$ cat src/design/bkra_pkg.sv
`timescale 1ns / 1ps
// ----------------------------------------------------------------------------
// bkra_pkg
// Shared types, key codes and character lookup for the boot keyboard report
// decoder.
// ----------------------------------------------------------------------------
package bkra_pkg;

   // Geometry of one boot report.
   localparam int NUM_SLOTS        = 6;
   localparam int MIN_REPORT_LEN   = 8;
   localparam int BKRA_QUEUE_DEPTH = 2;

   // Usage codes with special handling.
   localparam logic [7:0] KEY_ROLLOVER = 8'h01;
   localparam logic [7:0] KEY_CAPS     = 8'h39;
   localparam logic [7:0] KEY_F1       = 8'h3A;
   localparam logic [7:0] KEY_F2       = 8'h3B;
   localparam logic [7:0] KEY_F11      = 8'h44;
   localparam logic [7:0] KEY_F12      = 8'h45;
   localparam logic [7:0] KEY_SCROLL   = 8'h47;
   localparam logic [7:0] KEY_PAUSE    = 8'h48;
   localparam logic [7:0] LETTER_FIRST = 8'h04;
   localparam logic [7:0] LETTER_LAST  = 8'h1D;
   localparam logic [7:0] PUNCT_FIRST  = 8'h1E;
   localparam logic [7:0] PUNCT_LAST   = 8'h38;

   // Modifier masks.
   localparam logic [7:0] MOD_CTRL  = 8'h11;
   localparam logic [7:0] MOD_SHIFT = 8'h22;

   // Event kinds carried on the result channel.
   typedef enum logic [1:0] {
      EV_CHAR = 2'd0,
      EV_EXIT = 2'd1,
      EV_DUMP = 2'd2
   } event_kind_type;

   // One classified report: a mask of slots that produce an event and the
   // event contents for every slot.
   typedef struct packed {
      logic [NUM_SLOTS-1:0]                 mask;
      logic [NUM_SLOTS-1:0][1:0]            kind;
      logic [NUM_SLOTS-1:0][6:0]            chr;
   } report_entry_type;

   // Characters for usages 0x1E..0x38, unshifted and shifted.
   localparam logic [6:0] PUNCT_BASE [27] = '{
      7'h31, 7'h32, 7'h33, 7'h34, 7'h35, 7'h36, 7'h37, 7'h38, 7'h39, 7'h30,
      7'h0A, 7'h1B, 7'h08, 7'h09, 7'h20,
      7'h2D, 7'h3D, 7'h5B, 7'h5D, 7'h5C, 7'h00, 7'h3B, 7'h27, 7'h60, 7'h2C,
      7'h2E, 7'h2F
   };
   localparam logic [6:0] PUNCT_SHIFT [27] = '{
      7'h21, 7'h40, 7'h23, 7'h24, 7'h25, 7'h5E, 7'h26, 7'h2A, 7'h28, 7'h29,
      7'h0A, 7'h1B, 7'h08, 7'h09, 7'h20,
      7'h5F, 7'h2B, 7'h7B, 7'h7D, 7'h7C, 7'h00, 7'h3A, 7'h22, 7'h7E, 7'h3C,
      7'h3E, 7'h3F
   };

   // Character for a usage, or zero when the usage has none.
   function automatic logic [6:0] usage_char(input logic [7:0] u,
                                             input logic       shift,
                                             input logic       caps,
                                             input logic       ctrl);
      logic [7:0] c;
      logic [4:0] idx;
      c   = 8'h00;
      idx = 5'(u - PUNCT_FIRST);
      if (u >= LETTER_FIRST && u <= LETTER_LAST) begin
         c = (shift ? 8'h41 : 8'h61) + (u - LETTER_FIRST);
         if (caps) begin
            c = c ^ 8'h20;
         end
         if (ctrl) begin
            c = c & 8'h1F;
         end
      end else if (u >= PUNCT_FIRST && u <= PUNCT_LAST) begin
         c = {1'b0, (shift ? PUNCT_SHIFT[idx] : PUNCT_BASE[idx])};
      end
      return c[6:0];
   endfunction

endpackage

$ cat src/design/bkra_front.sv
`timescale 1ns / 1ps
// ----------------------------------------------------------------------------
// bkra_front
// Accepts reports, finds newly pressed keys against the previous key set,
// tracks caps lock and builds a ready-made event for each slot that has one.
// ----------------------------------------------------------------------------
module bkra_front (
   input  logic                        clock,
   input  logic                        reset,
   input  logic                        take,
   input  logic [4:0]                  report_length,
   input  logic [7:0]                  modifiers,
   input  logic [5:0][7:0]             slots,
   output logic                        push,
   output bkra_pkg::report_entry_type  entry
);
   import bkra_pkg::*;

   logic [NUM_SLOTS-1:0][7:0] prev_keys_ff;
   logic [NUM_SLOTS-1:0][7:0] prev_keys_in;
   logic                      caps_ff;
   logic                      caps_in;

   logic                      report_ok;
   logic                      shift;
   logic                      ctrl;

   // Classify all six slots; caps lock toggles apply to later slots.
   always_comb begin
      logic             rollover;
      logic             held;
      logic             is_new;
      logic             caps_run;
      logic [6:0]       ch;
      rollover  = 1'b1;
      caps_run  = caps_ff;
      shift     = (modifiers & MOD_SHIFT) != 8'h00;
      ctrl      = (modifiers & MOD_CTRL) != 8'h00;
      entry     = '0;
      for (int i = 0; i < NUM_SLOTS; i++) begin
         if (slots[i] != KEY_ROLLOVER) begin
            rollover = 1'b0;
         end
      end
      report_ok = (report_length >= 5'(MIN_REPORT_LEN)) && !rollover;
      for (int i = 0; i < NUM_SLOTS; i++) begin
         held = 1'b0;
         for (int j = 0; j < NUM_SLOTS; j++) begin
            if (prev_keys_ff[j] == slots[i]) begin
               held = 1'b1;
            end
         end
         is_new = (slots[i] != 8'h00) && !held;
         ch     = usage_char(slots[i], shift, caps_run, ctrl);
         if (is_new && slots[i] == KEY_CAPS) begin
            caps_run = !caps_run;
         end else if (is_new && (slots[i] == KEY_F2 || slots[i] == KEY_F12 ||
                                 slots[i] == KEY_PAUSE)) begin
            entry.mask[i] = 1'b1;
            entry.kind[i] = EV_EXIT;
         end else if (is_new && (slots[i] == KEY_F1 || slots[i] == KEY_F11 ||
                                 slots[i] == KEY_SCROLL)) begin
            entry.mask[i] = 1'b1;
            entry.kind[i] = EV_DUMP;
         end else if (is_new && ch != 7'h00) begin
            entry.mask[i] = 1'b1;
            entry.kind[i] = EV_CHAR;
            entry.chr[i]  = ch;
         end
      end
      caps_in      = caps_ff;
      prev_keys_in = prev_keys_ff;
      if (take && report_ok) begin
         caps_in      = caps_run;
         prev_keys_in = slots;
      end
   end

   // Only reports that produce at least one event go to the queue.
   assign push = take && report_ok && (entry.mask != '0);

   // Key set and caps lock state.
   always_ff @(posedge clock) begin
      if (reset) begin
         prev_keys_ff <= '0;
         caps_ff      <= 1'b0;
      end else begin
         prev_keys_ff <= prev_keys_in;
         caps_ff      <= caps_in;
      end
   end

endmodule

$ cat src/design/bkra_queue.sv
`timescale 1ns / 1ps
// ----------------------------------------------------------------------------
// bkra_queue
// Small first-in first-out queue of classified reports between the front
// and the back.
// ----------------------------------------------------------------------------
module bkra_queue #(
   parameter int DEPTH = bkra_pkg::BKRA_QUEUE_DEPTH
) (
   input  logic                        clock,
   input  logic                        reset,
   input  logic                        push,
   input  bkra_pkg::report_entry_type  push_entry,
   input  logic                        pop,
   output logic                        full,
   output logic                        not_empty,
   output bkra_pkg::report_entry_type  head_entry
);
   import bkra_pkg::*;

   localparam int PTR_W = (DEPTH > 1) ? $clog2(DEPTH) : 1;
   localparam int CNT_W = $clog2(DEPTH + 1);

   report_entry_type   slots_ff [DEPTH];
   logic [PTR_W-1:0]   wr_ptr_ff;
   logic [PTR_W-1:0]   wr_ptr_in;
   logic [PTR_W-1:0]   rd_ptr_ff;
   logic [PTR_W-1:0]   rd_ptr_in;
   logic [CNT_W-1:0]   count_ff;
   logic [CNT_W-1:0]   count_in;

   assign full       = count_ff == CNT_W'(DEPTH);
   assign not_empty  = count_ff != '0;
   assign head_entry = slots_ff[rd_ptr_ff];

   // Pointer and fill count update.
   always_comb begin
      wr_ptr_in = wr_ptr_ff;
      rd_ptr_in = rd_ptr_ff;
      count_in  = count_ff;
      if (push) begin
         wr_ptr_in = (wr_ptr_ff == PTR_W'(DEPTH - 1)) ? '0 : wr_ptr_ff + 1'b1;
      end
      if (pop) begin
         rd_ptr_in = (rd_ptr_ff == PTR_W'(DEPTH - 1)) ? '0 : rd_ptr_ff + 1'b1;
      end
      if (push && !pop) begin
         count_in = count_ff + 1'b1;
      end else if (pop && !push) begin
         count_in = count_ff - 1'b1;
      end
   end

   always_ff @(posedge clock) begin
      if (reset) begin
         wr_ptr_ff <= '0;
         rd_ptr_ff <= '0;
         count_ff  <= '0;
      end else begin
         wr_ptr_ff <= wr_ptr_in;
         rd_ptr_ff <= rd_ptr_in;
         count_ff  <= count_in;
      end
   end

   // Entry storage.
   always_ff @(posedge clock) begin
      if (push) begin
         slots_ff[wr_ptr_ff] <= push_entry;
      end
   end

endmodule

$ cat src/design/bkra_back.sv
`timescale 1ns / 1ps
// ----------------------------------------------------------------------------
// bkra_back
// Drains one classified report at a time, sending its events in slot order
// through a registered output stage and marking the final one.
// ----------------------------------------------------------------------------
module bkra_back (
   input  logic                        clock,
   input  logic                        reset,
   input  logic                        q_valid,
   input  bkra_pkg::report_entry_type  q_entry,
   output logic                        q_pop,
   output logic                        out_valid,
   input  logic                        out_ready,
   output logic [1:0]                  out_kind,
   output logic [6:0]                  out_char,
   output logic                        out_last
);
   import bkra_pkg::*;

   logic [NUM_SLOTS-1:0]  mask_ff;
   logic [NUM_SLOTS-1:0]  mask_in;
   report_entry_type      cur_ff;
   logic                  valid_ff;
   logic                  valid_in;
   logic [1:0]            kind_ff;
   logic [6:0]            char_ff;
   logic                  last_ff;

   logic                  advance;
   logic [NUM_SLOTS-1:0]  low_bit;
   logic [NUM_SLOTS-1:0]  rest;
   logic [1:0]            pick_kind;
   logic [6:0]            pick_char;

   // Lowest pending slot and its event.
   always_comb begin
      logic found;
      found     = 1'b0;
      low_bit   = '0;
      pick_kind = '0;
      pick_char = '0;
      for (int i = 0; i < NUM_SLOTS; i++) begin
         if (mask_ff[i] && !found) begin
            found      = 1'b1;
            low_bit[i] = 1'b1;
            pick_kind  = cur_ff.kind[i];
            pick_char  = cur_ff.chr[i];
         end
      end
   end

   assign rest    = mask_ff & ~low_bit;
   assign advance = (mask_ff != '0) && (!valid_ff || out_ready);
   assign q_pop   = q_valid && ((mask_ff == '0) || (advance && rest == '0));

   // Pending mask and output valid.
   always_comb begin
      mask_in  = mask_ff;
      valid_in = valid_ff;
      if (advance) begin
         mask_in  = rest;
         valid_in = 1'b1;
      end else if (out_ready) begin
         valid_in = 1'b0;
      end
      if (q_pop) begin
         mask_in = q_entry.mask;
      end
   end

   always_ff @(posedge clock) begin
      if (reset) begin
         mask_ff  <= '0;
         valid_ff <= 1'b0;
      end else begin
         mask_ff  <= mask_in;
         valid_ff <= valid_in;
      end
   end

   // Payload registers.
   always_ff @(posedge clock) begin
      if (q_pop) begin
         cur_ff <= q_entry;
      end
      if (advance) begin
         kind_ff <= pick_kind;
         char_ff <= pick_char;
         last_ff <= rest == '0;
      end
   end

   assign out_valid = valid_ff;
   assign out_kind  = kind_ff;
   assign out_char  = char_ff;
   assign out_last  = last_ff;

endmodule

$ cat src/design/boot_keyboard_report_to_ascii.sv
`timescale 1ns / 1ps
// ----------------------------------------------------------------------------
// boot_keyboard_report_to_ascii
// Decodes USB boot keyboard reports into characters and hotkey events.
// ----------------------------------------------------------------------------
// Usage:
//   The req channel takes one 8-byte boot report per item. Reports shorter
//   than eight bytes and rollover-error reports are dropped without effect.
//   Each newly pressed key gives at most one item on the rsp channel: a
//   character, an emergency-exit hotkey or a status-dump hotkey, with
//   rsp_tlast on the final item of a report. Reports without events give
//   no output at all.
//   An accepted report passes through the report queue, the back end's
//   pending-mask register and the output register before its first event
//   appears. The back end sends one event per cycle while the receiver is
//   ready, and each queued report holds one to six events; the front takes
//   a report every cycle while the two-entry report queue has room.
//   A stalled receiver holds the output register; the queue then fills and
//   req_tready drops. Reset clears the previous key set, caps lock, the
//   queue and the output register; nothing further is needed before use.
// ----------------------------------------------------------------------------
module boot_keyboard_report_to_ascii #(
   parameter int QUEUE_DEPTH = bkra_pkg::BKRA_QUEUE_DEPTH
) (
   input  logic        clock,
   input  logic        reset,
   input  logic        req_tvalid,
   output logic        req_tready,
   // Fields from bit 0: report_length[4:0], modifiers[12:5], key_slot_0[20:13],
   // key_slot_1[28:21], key_slot_2[36:29], key_slot_3[44:37],
   // key_slot_4[52:45], key_slot_5[60:53], zero fill[63:61].
   input  logic [63:0] req_tdata,
   output logic        rsp_tvalid,
   input  logic        rsp_tready,
   // Fields from bit 0: char_code[6:0], zero fill[7].
   output logic [7:0]  rsp_tdata,
   // Fields from bit 0: event_kind[1:0].
   output logic [1:0]  rsp_tuser,
   output logic        rsp_tlast
);
   import bkra_pkg::*;

   logic                  take;
   logic                  q_push;
   logic                  q_pop;
   logic                  q_full;
   logic                  q_not_empty;
   report_entry_type      front_entry;
   report_entry_type      head_entry;
   logic [5:0][7:0]       slots;
   logic [6:0]            char_code;

   // Unpack the key slots.
   assign slots      = req_tdata[60:13];
   assign req_tready = !q_full;
   assign take       = req_tvalid && req_tready;

   bkra_front u_front (
      .clock         (clock),
      .reset         (reset),
      .take          (take),
      .report_length (req_tdata[4:0]),
      .modifiers     (req_tdata[12:5]),
      .slots         (slots),
      .push          (q_push),
      .entry         (front_entry)
   );

   bkra_queue #(
      .DEPTH (QUEUE_DEPTH)
   ) u_queue (
      .clock      (clock),
      .reset      (reset),
      .push       (q_push),
      .push_entry (front_entry),
      .pop        (q_pop),
      .full       (q_full),
      .not_empty  (q_not_empty),
      .head_entry (head_entry)
   );

   bkra_back u_back (
      .clock     (clock),
      .reset     (reset),
      .q_valid   (q_not_empty),
      .q_entry   (head_entry),
      .q_pop     (q_pop),
      .out_valid (rsp_tvalid),
      .out_ready (rsp_tready),
      .out_kind  (rsp_tuser),
      .out_char  (char_code),
      .out_last  (rsp_tlast)
   );

   assign rsp_tdata = {1'b0, char_code};

`ifndef ASSERT_OFF
   // The front never pushes into a full queue.
   assert property (@(posedge clock) disable iff (reset) q_push |-> !q_full)
      else $error("report queue overflow");

   // Hotkey events carry no character.
   assert property (@(posedge clock) disable iff (reset)
      (rsp_tvalid && rsp_tuser != EV_CHAR) |-> rsp_tdata == 8'h00)
      else $error("hotkey event with a character");

   // Character events never carry a null character.
   assert property (@(posedge clock) disable iff (reset)
      (rsp_tvalid && rsp_tuser == EV_CHAR) |-> rsp_tdata != 8'h00)
      else $error("character event without a character");

   // The back only takes a report that is there.
   assert property (@(posedge clock) disable iff (reset) q_pop |-> q_not_empty)
      else $error("pop from an empty report queue");
`endif

endmodule
$ cat config.mk
export PLATFORM = sky130hd
export DESIGN_NAME = boot_keyboard_report_to_ascii
export DESIGN_NICKNAME = d
export VERILOG_FILES = /design/src/design/bkra_pkg.sv /design/src/design/bkra_front.sv /design/src/design/bkra_queue.sv /design/src/design/bkra_back.sv /design/src/design/boot_keyboard_report_to_ascii.sv
export SDC_FILE = /design/constraint.sdc
export NUM_CORES = 1
export LEC_CHECK = 0
export BUFFER_PORTS_ARGS = -buffer_cell sky130_fd_sc_hd__buf_2
export CAP_MARGIN = 15
export CORE_MARGIN = 2
export CORE_UTILIZATION = 55
export CTS_CLUSTER_DIAMETER = 50
export DETAILED_ROUTE_END_ITERATION = 10
export PLACE_DENSITY = 0.7
export REMOVE_ABC_BUFFERS = 1
export SLEW_MARGIN = 20
export SYNTH_ARGS = -nofsm -noshare
export SYNTH_HDL_FRONTEND = slang
export SYNTH_HIERARCHICAL = 1
export SYNTH_SLANG_ARGS = --single-unit
$ cat constraint.sdc
create_clock -name clock -period 12 [get_ports clock]
set_input_delay 3.6 -clock clock [delete_from_list [all_inputs] [get_ports clock]]
set_output_delay 3.6 -clock clock [all_outputs]
set_load 0.1 [all_outputs]
==> out/qor.txt, run 1 <==
Die Width - 193.0 um
Crit-path max cell delay - 830 ps
CTS Buffer Depth - 3
Antenna Nets Post-Route - 0
Clock slew at reported path FFs - 60 ps
Worst R2R Start - u_front/prev_keys_ff[44]
Final setup skew - 27.67 ps
Synth cell types - 94
Post-cts sizing count - 0
Syn_area_per_cell - 9.036 um2
# setup viols final - 0
Sequential share of power - 39.1%
Hpwl dp - 38.54 mm
Logic gate share of total power - 33.3%
Clk pwr share - 27.6%
Peak supply drop - 0.2112 mV
Switch Pwr - 0.001255 W
CP max FO - 36
Post-synth EDFFs - 184
Status - complete, no violations
GR Overflow Total - 0
Gp weighted congestion - 0.9315
Worst-skew pair later-pin latency - 590 ps
Residual DRC - 0
Post-synthesis sequential area ratio - 34.34%
Layout cells sized above 1 - 11.91%
Final-report max-slew violation count - 0
CP cell instances - buf_2, inv_1, ha_1, nor4bb_1, a31o_2, a21oi_1, nor4_2, nor4b_1, a31oi_1, a31oi_1, a311oi_1, a41oi_1, and2_2, buf_4
Core ar. - 35400 um2
Depth of the worst hold-timing path - 2
Period utilization - 75.76%
Rows - 69
Power Dens Cells - 161.7 nW/um2
Buffers on Ports - 69
Fin Setup TNS - 0 ps
Worst reg2reg path depth - 12
Hold endpoint - u_queue/count_ff[1]
R2r endpoint - u_queue/slots_ff[1][7]
Data arrival, critical path - 9330 ps
Sw frac - 37.15%
Initial antenna violation count - 0
Crit-path leading delay family - simple AND/OR/NAND/NOR gates
Layout net count - 2279
Placement Cell Area - 19810 um2
Total track usage - 29.44%
Yosys top cell by area - edfxtp_1
WP data required - 12230 ps
Cell count after synthesis - 2174
Die Area - 37250 um2
CP startpoint kind - primary input
Hold Startpoint - u_queue/count_ff[1]
Slowest CP cell - and2_2
# H-tree levels - 1
RSZ-0062 raised after global routing - false
TritonCTS Buffers - 31
HP Class - register to register
TritonRoute pass-1 iters - 5
Post-CTS Setup Inserts - 0
Mapped Area - 19650 um2
Design area - 20890 um2
Internal power - 0.002122 W
Die Span Y - 193.0 um
IO Pins - 81
Cts hold-fix bufs - 0
Kind of critical path - primary input to register
Setup slack after layout - 2909 ps
Total via count in the routed design - 16460
Max-Cap Viols - 0
Max Fclk - 110.0 MHz
Fin crit period - 9091 ps
Vias in the first global route - 15400
Vias/cell - 6.362
Most used cell along the critical path - a31oi_1
Ys async rst share - 0%
Dpl ws - 2470 ps
Area share of the largest cell type after synthesis - 28.13%
Starting density of the core - 55.50%
Largest net degree at the start of global routing - 61
Synthesis-stage register bit count - 245
CTS tree - done
Worst Tran Pin Value - 1056 ps
WL final - 55.63 mm
CTS sink cnt - 245
Worst rel slew slack - 29.11%
Main synth FF type - edfxtp_1
Static Leak - 8.201 nW
Layout area overhead - 6.312%
Synth warn - 6
First-pass GRT wire length - 85.80 mm
CP bufs+invs - 3
Largest cells by area after synthesis - edfxtp_1, xor2_1, ha_1, dfxtp_1, xnor2_1
Reg2reg setup slack - 6690 ps
Final Hold Fails - 0
Crit end category - register
Iteration-0 DRC Markers - 2006
Clock root cell - clkbuf_16
Drt wl/cell - 21.50 um
cells in the final DEF, fill, tap and decap left out, drive strengths merged, types with 29 or more instances in the layout:
cell	count
a21oi	168
buf	85
clkbuf	38
dfxtp	61
edfxtp	184
ha	111
inv	79
mux2	70
nand2	259
nand3	37
nand4	35
nor2	126
nor3	29
nor4	67
o21ai	82
xnor2	121
xor2	232
how the worst max path moves through the flow:
stage,from,end,cells past startpoint
2_1_floorplan,req_tdata[6],u_queue/slots_ff[0][0],15
4_1_cts,req_tdata[21],u_queue/slots_ff[1][7],14
3_5_place_dp,req_tdata[21],u_queue/slots_ff[1][7],14
6_report,req_tdata[21],u_queue/slots_ff[1][7],14
5_1_grt,req_tdata[21],u_queue/slots_ff[1][7],14
3_3_place_gp,req_tdata[21],u_queue/slots_ff[1][7],15
routing by layer:
layer	vias to the layer above	share of wire, %	track usage, %
li1	7620	-	-
met1	7860	44	40.45
met2	814	46	47.64
met3	165	7.0	4.090
met4	0	3.9	10.61
met5	-	0	0
kinds of logic after synthesis:
logic type | share of synthesized area, %
buf+inv | 6.063
compound gates | 15.44
flops | 34.34
mux | 4.535
fa+ha+maj | 7.121
simple gates | 16.06
other cells | 0.01909
xor+xnor | 16.43
cell type report:
type	instances	area [um2]
Timing Repair Buffer	85	465.4
Clock buffer	38	852.1
Clock inverter	19	200.2
Tap cell	461	576.8
Multi-Input combinational cell	1664	11760
Fill cell	3070	14510
Inverter	73	274.0
Antenna cell	2	5.005
Sequential cell	245	6748
power groups by stage:
stage	clock [W]	combinational, W	sequential (W)
floorplan	0	0.000659	0.00145
global placement	0	0.00107	0.00133
detailed placement	0	0.00110	0.00134
CTS	0.000943	0.00111	0.00132
global route	0.000977	0.00121	0.00134
finish	0.000932	0.00112	0.00132
through the flow:
step	utilization, %	std cells	hold slack, ps	total power (W)
2_1_floorplan	-	1982	456.4	0.002107
3_3_place_gp	55.97	2528	474.3	0.002401
3_5_place_dp	55.97	2528	493.1	0.002441
4_1_cts	58.94	2585	501.1	0.003376
5_1_grt	58.99	2585	536.7	0.003528
6_report	59.00	2587	499.3	0.003377
tightest hold or removal path, delay by kind of cell (launching register included):
family	cells	cell delay [ps]
flops	1	320
compound gates	2	130
Yosys cell counts (28+ instances only):
cell,n
mux2_2,70
xor2_1,232
xnor2_1,118
nor4_1,66
clkbuf_1,76
ha_1,111
a22oi_1,28
nor2_1,123
dfxtp_1,61
buf_2,88
a21oi_1,168
nand3_1,37
nor3_1,29
o21ai_0,77
edfxtp_1,184
nand4_1,35
nand2_1,258
inv_1,69
registers in the layout, summed over array words and instances, names as in the netlist, 2 cells and up, named ones only:
name and count:
u_queue/count_ff 2, u_back/mask_ff 6, u_front/prev_keys_ff 48, u_back/out_char 7, u_queue/slots_ff 120, u_back/cur_ff 54, u_back/out_kind 2
(Power assumes the default switching activity.)
==> run 2, diff against run 1 <==
- clock period: 12 -> 9.2 ns (I/O delays scaled with it)
==> run 2 against run 1 <==
- design area about the same
- final cell count rose by 0.12%
- global-route usage shrank 0.090 points
- largest cell class unchanged
- highest routed layer unchanged
==> out/qor.txt, run 2 (synthesized netlist as in run 1, its figures left out) <==
Status - complete, no violations
Largest net degree at the start of global routing - 61 (unchanged)
Uppermost layer routed - met4
Area of the multi-input gates - 11760 um2 (about the same)
Die Span Y - 193.0 um (unchanged)
Clock root cell - clkbuf_16
Routed length on met1 - 24.04 mm (-0.76%)
Period utilization - 83.68%
TritonCTS Buffers - 30 (-3.2%)
Max-Cap Viols - 0 (unchanged)
Total via count in the routed design - 16430 (-0.16%)
Sw frac - 37.52% (+0.37 points)
Starting density of the core - 55.50% (unchanged)
Gp weighted congestion - 0.9240 (-0.81%)
Die Width - 193.0 um (unchanged)
Max Fclk - 129.9 MHz
Worst rel slew slack - 30.05% (+0.94 points)
GR Overflow Total - 0 (unchanged)
Vias/cell - 6.344 (-0.28%)
Antenna Nets Post-Route - 0 (unchanged)
WL met3 - 4.158 mm (+7.3%)
Post-CTS Setup Inserts - 0 (unchanged)
Hpwl dp - 38.31 mm (-0.60%)
Layout cells sized above 1 - 11.71% (-0.20 points)
Total power - 0.004349 W (+29%)
Data arrival, critical path - 7960 ps (-1370 ps)
Crit end category - register
Residual DRC - 0 (unchanged)
WP data required - 9460 ps (-2770 ps)
CP cell instances - buf_2, inv_1, ha_1, nor4bb_1, a31o_2, a21oi_1, nor4_2, nor4b_1, a31oi_1, a31oi_1, a311oi_1, a41oi_1, nor2b_4, buf_12
# H-tree levels - 1 (unchanged)
CP bufs+invs - 3 (unchanged)
WL final - 55.30 mm (-0.59%)
Die Area - 37250 um2 (unchanged)
IO Pins - 81 (unchanged)
Logic gate share of total power - 33.8% (+0.5 points)
First-pass GRT wire length - 85.48 mm (-0.37%)
Crit-path leading delay family - simple AND/OR/NAND/NOR gates
Worst-skew pair later-pin latency - 580 ps (about the same)
Largest register FFs - 120 (unchanged)
Layout area overhead - 6.324% (about the same)
Buffers on Ports - 69 (unchanged)
CTS sink cnt - 245 (unchanged)
Final-report max-slew violation count - 0 (unchanged)
CP startpoint kind - primary input
Design area - 20890 um2 (about the same)
Fin Setup TNS - 0 ps (unchanged)
Peak supply drop - 0.4279 mV (+100%)
Clock slew at reported path FFs - 60 ps (about the same)
Post-Place Cells - 2532 (+0.16%)
Layout net count - 2282 (+0.13%)
TritonRoute pass-1 iters - 6 (+1)
Final Hold Fails - 0 (unchanged)
Layout fillers - 3092 (+0.72%)
RSZ-0062 raised after global routing - false
Top flop regs - u_queue/slots_ff (120), u_back/cur_ff (54), u_front/prev_keys_ff (48)
HP Class - register to register
Crit-path max cell delay - 760 ps (-70 ps)
Most common cell after layout, fill and taps aside - nand2_1
Worst Tran Pin Value - 1042 ps (-14.06 ps)
Cts hold-fix bufs - 0 (unchanged)
Total track usage - 29.35% (-0.090 points)
Placement Cell Area - 19870 um2 (+0.28%)
Rows - 69 (unchanged)
CP max FO - 42 (+17%)
Kind of critical path - primary input to register
Post-cts sizing count - 0 (unchanged)
CTS tree - done
Iteration-0 DRC Markers - 1850 (-7.8%)
Final setup skew - 10.32 ps (-17.35 ps)
Slowest CP cell - nor4_2
Vias in the first global route - 15060 (-2.2%)
Fin crit period - 7698 ps
Initial antenna violation count - 2 (+2)
Switch Pwr - 0.001632 W (+30%)
Drt wl/cell - 21.35 um (-0.70%)
Sequential share of power - 39.5% (+0.4 points)
Static Leak - 8.185 nW (-0.20%)
Most used cell along the critical path - a31oi_1
Met2 wire len - 25.03 mm (-1.2%)
Power Dens Cells - 208.2 nW/um2 (+29%)
Non-filler instance count after layout - 2590 (+0.12%)
# setup viols final - 0 (unchanged)
Largest Register - u_queue/slots_ff
CTS Buffer Depth - 3 (unchanged)
Internal power - 0.002717 W (+28%)
Most frequent cells in the layout - nand2_1, xor2_1, edfxtp_1
Clk pwr share - 26.7% (-0.9 points)
Core ar. - 35400 um2 (unchanged)
FF/Latch Area - 6748 um2 (unchanged)
## run 2: per-stage QoR
stage / hold WS (ps) / setup WS, ps / util (%)
after floorplan: 456.4 / -1637 / -
after global placement: 477.5 / 1125 / 56.12
after detailed placement: 496.0 / 1041 / 56.12
after CTS: 504.9 / 1629 / 58.95
after global routing: 548.6 / 1196 / 59.00
final: 510.3 / 1502 / 59.01
## run 2: final timing paths
kind                                                from                 endpoint  slack, ps  depth (start not counted)
worst max-delay path                       req_tdata[22]  u_queue/slots_ff[0][10]       1500                         14
worst min-delay path                 u_queue/count_ff[1]      u_queue/count_ff[1]        510                          2
worst max register to register  u_front/prev_keys_ff[41]  u_queue/slots_ff[0][10]       4370                         12
worst min register to register       u_queue/count_ff[1]      u_queue/count_ff[1]        510                          2
## run 2: metal layers
layer  global-route usage (%)  vias up
li1                         -     7617
met1                    41.19     7863
met2                    46.95      805
met3                    4.000      147
met4                    9.645        0
met5                        0        -
## run 2: worst register-to-register path, cell delays in order, from the launching register on
cell	delay, ps
dfxtp_1	610
xor2_1	190
nor4_1	70
nand2_1	140
o2111ai_1	170
nor4b_2	490
xnor3_1	420
a2bb2oi_1	150
a31oi_1	590
a311oi_1	160
a41oi_1	510
nor2b_4	630
buf_12	330
## run 2: layout make-up
type | instances | share of cell area, %
multi-input combinational | 1664 | 56.31
sequential | 245 | 32.31
clock buffer | 33 | 3.648
tap | 461 | 2.761
timing repair buffer | 89 | 2.492
inverter | 73 | 1.312
clock inverter | 23 | 1.144
antenna | 2 | 0.02396
## run 2: power groups by stage
stage	combinational, W	sequential, W	clock, W
detailed placement	0.00144	0.00174	0
floorplan	0.000859	0.00189	0
global route	0.00159	0.00174	0.00122
global placement	0.00142	0.00173	0
finish	0.00147	0.00172	0.00116
CTS	0.00146	0.00172	0.00118
==> run 3, diff against run 2 <==
- ABC_AREA: not set -> 1
- clock period: 9.2 -> 7.8 ns (I/O delays scaled with it)
==> run 3 against run 2 <==
- sequential share of layout area is 1.2 points lower
- clock-buffer cell count is 13 higher
- sequential power is 23% higher
- critical endpoint is now u_queue/slots_ff[0][53]
- largest power group unchanged
==> out/qor.txt, run 3 <==
Core Util, Final - 59.37% (+0.36 points)
Buffers on Ports - 69 (unchanged)
Largest cells by area after synthesis - edfxtp_1, nand2_1, ha_1, dfxtp_1, mux2_4
CTS Buffer Depth - 3 (unchanged)
Worst rel slew slack - 35.53% (+5.5 points)
GR Overflow Total - 0 (unchanged)
HP Class - register to register
CTS sink cnt - 245 (unchanged)
Layout cells sized above 1 - 10.63% (-1.1 points)
Post-Place Cells - 3048 (+20%)
Most common cell after layout, fill and taps aside - nand2_1
CTS tree - done
Internal power - 0.003432 W (+26%)
XOR/XNOR Fraction of Synth Area - 7.212% (-9.2 points)
Die Width - 196.6 um (+1.9%)
Data arrival, critical path - 6760 ps (-1200 ps)
Largest family of logic cells by synthesized area - simple AND/OR/NAND/NOR gates
Static Leak - 9.169 nW (+12%)
Vias in the first global route - 17570 (+17%)
Synth cell types - 71 (-24%)
Peak supply drop - 0.2369 mV (-45%)
Post-synthesis sequential area ratio - 33.07% (-1.3 points)
Final Hold Fails - 0 (unchanged)
Top flop regs - u_queue/slots_ff (120), u_back/cur_ff (54), u_front/prev_keys_ff (48)
Total power - 0.005725 W (+32%)
# diodes - 0 (-2)
Main synth FF type - edfxtp_1
Synth Area in Simple Gates - 26.06% (+10 points)
TritonRoute pass-1 iters - 7 (+1)
Total via count in the routed design - 19260 (+17%)
First-pass GRT wire length - 98.98 mm (+16%)
Total track usage - 32.98% (+3.6 points)
Final setup skew - 23.09 ps (+12.77 ps)
Final-report max-slew violation count - 0 (unchanged)
Logic gate share of total power - 36.9% (+3.1 points)
Synth cell count leaders - nand2_1, inv_1, nor2_1
Cell count after synthesis - 2645 (+22%)
Portion of netlist area occupied by mux cells - 4.416% (-0.12 points)
Period utilization - 84.65%
# setup viols final - 0 (unchanged)
Max Fclk - 151.4 MHz
Drt wl/cell - 20.70 um (-3.1%)
Synth Area in Adders - 6.807% (-0.31 points)
Vias/cell - 6.190 (-2.4%)
Hpwl dp - 47.04 mm (+23%)
Power Dens Cells - 263.4 nW/um2 (+27%)
Status - complete, no violations
Switch Pwr - 0.002293 W (+41%)
Initial antenna violation count - 0 (-2)
Layout net count - 2797 (+23%)
Synth Area in Compound Gates - 13.38% (-2.1 points)
Starting density of the core - 55.73% (+0.23 points)
Largest Register - u_queue/slots_ff
Antenna Nets Post-Route - 0 (unchanged)
Iteration-0 DRC Markers - 2216 (+20%)
RSZ-0062 raised after global routing - false
Clock slew at reported path FFs - 50 ps (about the same)
Largest net degree at the start of global routing - 72 (+18%)
Syn_area_per_cell - 7.713 um2 (-15%)
Clk pwr share - 26.1% (-0.6 points)
Core ar. - 36610 um2 (+3.4%)
Placement Cell Area - 20610 um2 (+3.7%)
Cell with the most instances after synthesis - nand2_1
CP startpoint kind - primary input
Post-CTS Setup Inserts - 0 (unchanged)
IO Pins - 81 (unchanged)
Non-filler instance count after layout - 3112 (+20%)
TritonCTS Buffers - 35 (+17%)
WP data required - 7960 ps (-1500 ps)
Synthesis-stage register bit count - 245 (unchanged)
Area share of the largest cell type after synthesis - 27.08% (-1.0 points)
Die Area - 38650 um2 (+3.8%)
Gp weighted congestion - 1.042 (+13%)
CP max FO - 45 (+7.1%)
Post-synth EDFFs - 184 (unchanged)
Mapped Area - 20400 um2 (+3.9%)
Worst-skew pair later-pin latency - 540 ps (-40 ps)
Die Span Y - 196.6 um (+1.9%)
Layout area overhead - 6.531%
Crit end category - register
Layout fillers - 3332 (+7.8%)
Kind of critical path - primary input to register
Clock root cell - clkbuf_16
Post-cts sizing count - 0 (unchanged)
Worst Tran Pin Value - 965.9 ps (-75.79 ps)
# H-tree levels - 2 (+1)
Design area - 21730 um2 (+4.1%)
Sw frac - 40.05% (+2.5 points)
Fin crit period - 6603 ps
Largest register FFs - 120 (unchanged)
Hold WS - 521.4 ps (+11.10 ps)
WL final - 64.41 mm (+16%)
Most frequent cells in the layout - nand2_1, inv_1, nor2_1
Yosys top cell by area - edfxtp_1
Residual DRC - 0 (unchanged)
Max-Cap Viols - 0 (unchanged)
Cts hold-fix bufs - 0 (unchanged)
Rows - 70 (+1.4%)
Synth warn - 6 (unchanged)
Ys async rst share - 0% (unchanged)
Sequential share of power - 37.0% (-2.5 points)
-- run 3: cell types whose count changed in the layout (fill, tap and decap cells not counted), sizes merged, moves of 18 or more --
cell	delta
nor2	+115
nor4	-35
nor2b	-18
a21oi	-21
nand3	+124
o21ai	+89
nand4	+33
a22oi	-18
xor2	-157
xnor2	-28
inv	+175
nand2	+370
-- run 3: area by class of cell --
type	count	area [um2]	share of cell area, %
repair buffers	85	498.0	2.291
well taps	468	585.6	2.694
multi-input cells	1994	11830	54.45
inverters	257	967.2	4.450
flip-flops and latches	245	6750	31.06
clock buffers	46	948.4	4.364
clock inverters	17	151.4	0.6966
-- run 3: cell families (layout without fill, tap and decap cells) --
logic type                 Yosys count  in the layout
DFF                                245            245
other                                1              1
and+or+nand+nor                   1196           1196
adders and majority gates          111            111
AOI/OAI and AO/OA                  458            458
xor gates and xnor gates           168            168
buffers and inverters              406            405
muxes                               60             60
-- run 3: routing by layer --
layer | GRT usage (%) | wire, um | part of all wire [%] | vias up
met5 | 0 | 0 | 0 | -
met4 | 17.10 | 3433 | 5.3 | 0
met3 | 5.014 | 6588 | 10 | 230
met2 | 51.55 | 28190 | 44 | 1180
met1 | 44.49 | 26190 | 41 | 8915
li1 | - | - | - | 8938
-- run 3: power by group through the flow --
stage	clock network (W)	logic [W]	registers (W)
floorplan	0	0.00130	0.00230
global placement	0	0.00204	0.00212
detailed placement	0	0.00209	0.00213
CTS	0.00152	0.00210	0.00211
global route	0.00157	0.00229	0.00214
finish	0.00149	0.00211	0.00212
-- run 3: stage by stage --
step	TNS [ps]	worst slack, ps
after floorplan	-117730	-1666
after global placement	0	753.2
after detailed placement	0	701.6
after CTS	0	1229
after global routing	0	783.7
final	0	1197
-- run 3: worst paths after layout --
check	startpoint	end	slack, ps	cells past startpoint
max	req_tdata[23]	u_queue/slots_ff[0][53]	1200	28
min	u_queue/rd_ptr_ff	u_queue/rd_ptr_ff	520	2
max reg2reg	u_front/prev_keys_ff[28]	u_queue/slots_ff[0][53]	3310	21
min reg2reg	u_queue/rd_ptr_ff	u_queue/rd_ptr_ff	520	2
-- run 3: worst max-delay path: stages --
cell,delay (ps)
buf_2,320
inv_1,370
ha_1,620
inv_1,220
nand2_1,110
o21ai_0,90
nand2_1,60
o21ai_0,70
nand2_1,80
nand2_1,60
nand2_1,70
nand3_1,100
o21ai_1,240
nor2_1,70
nand2_1,80
nor2_1,40
nand3_1,80
nand2_2,80
a21oi_1,370
nor2_1,80
nand2_1,80
nor2_1,40
nand2_1,70
nor2_2,40
nor2_2,200
inv_1,110
nor2_4,100
buf_4,510
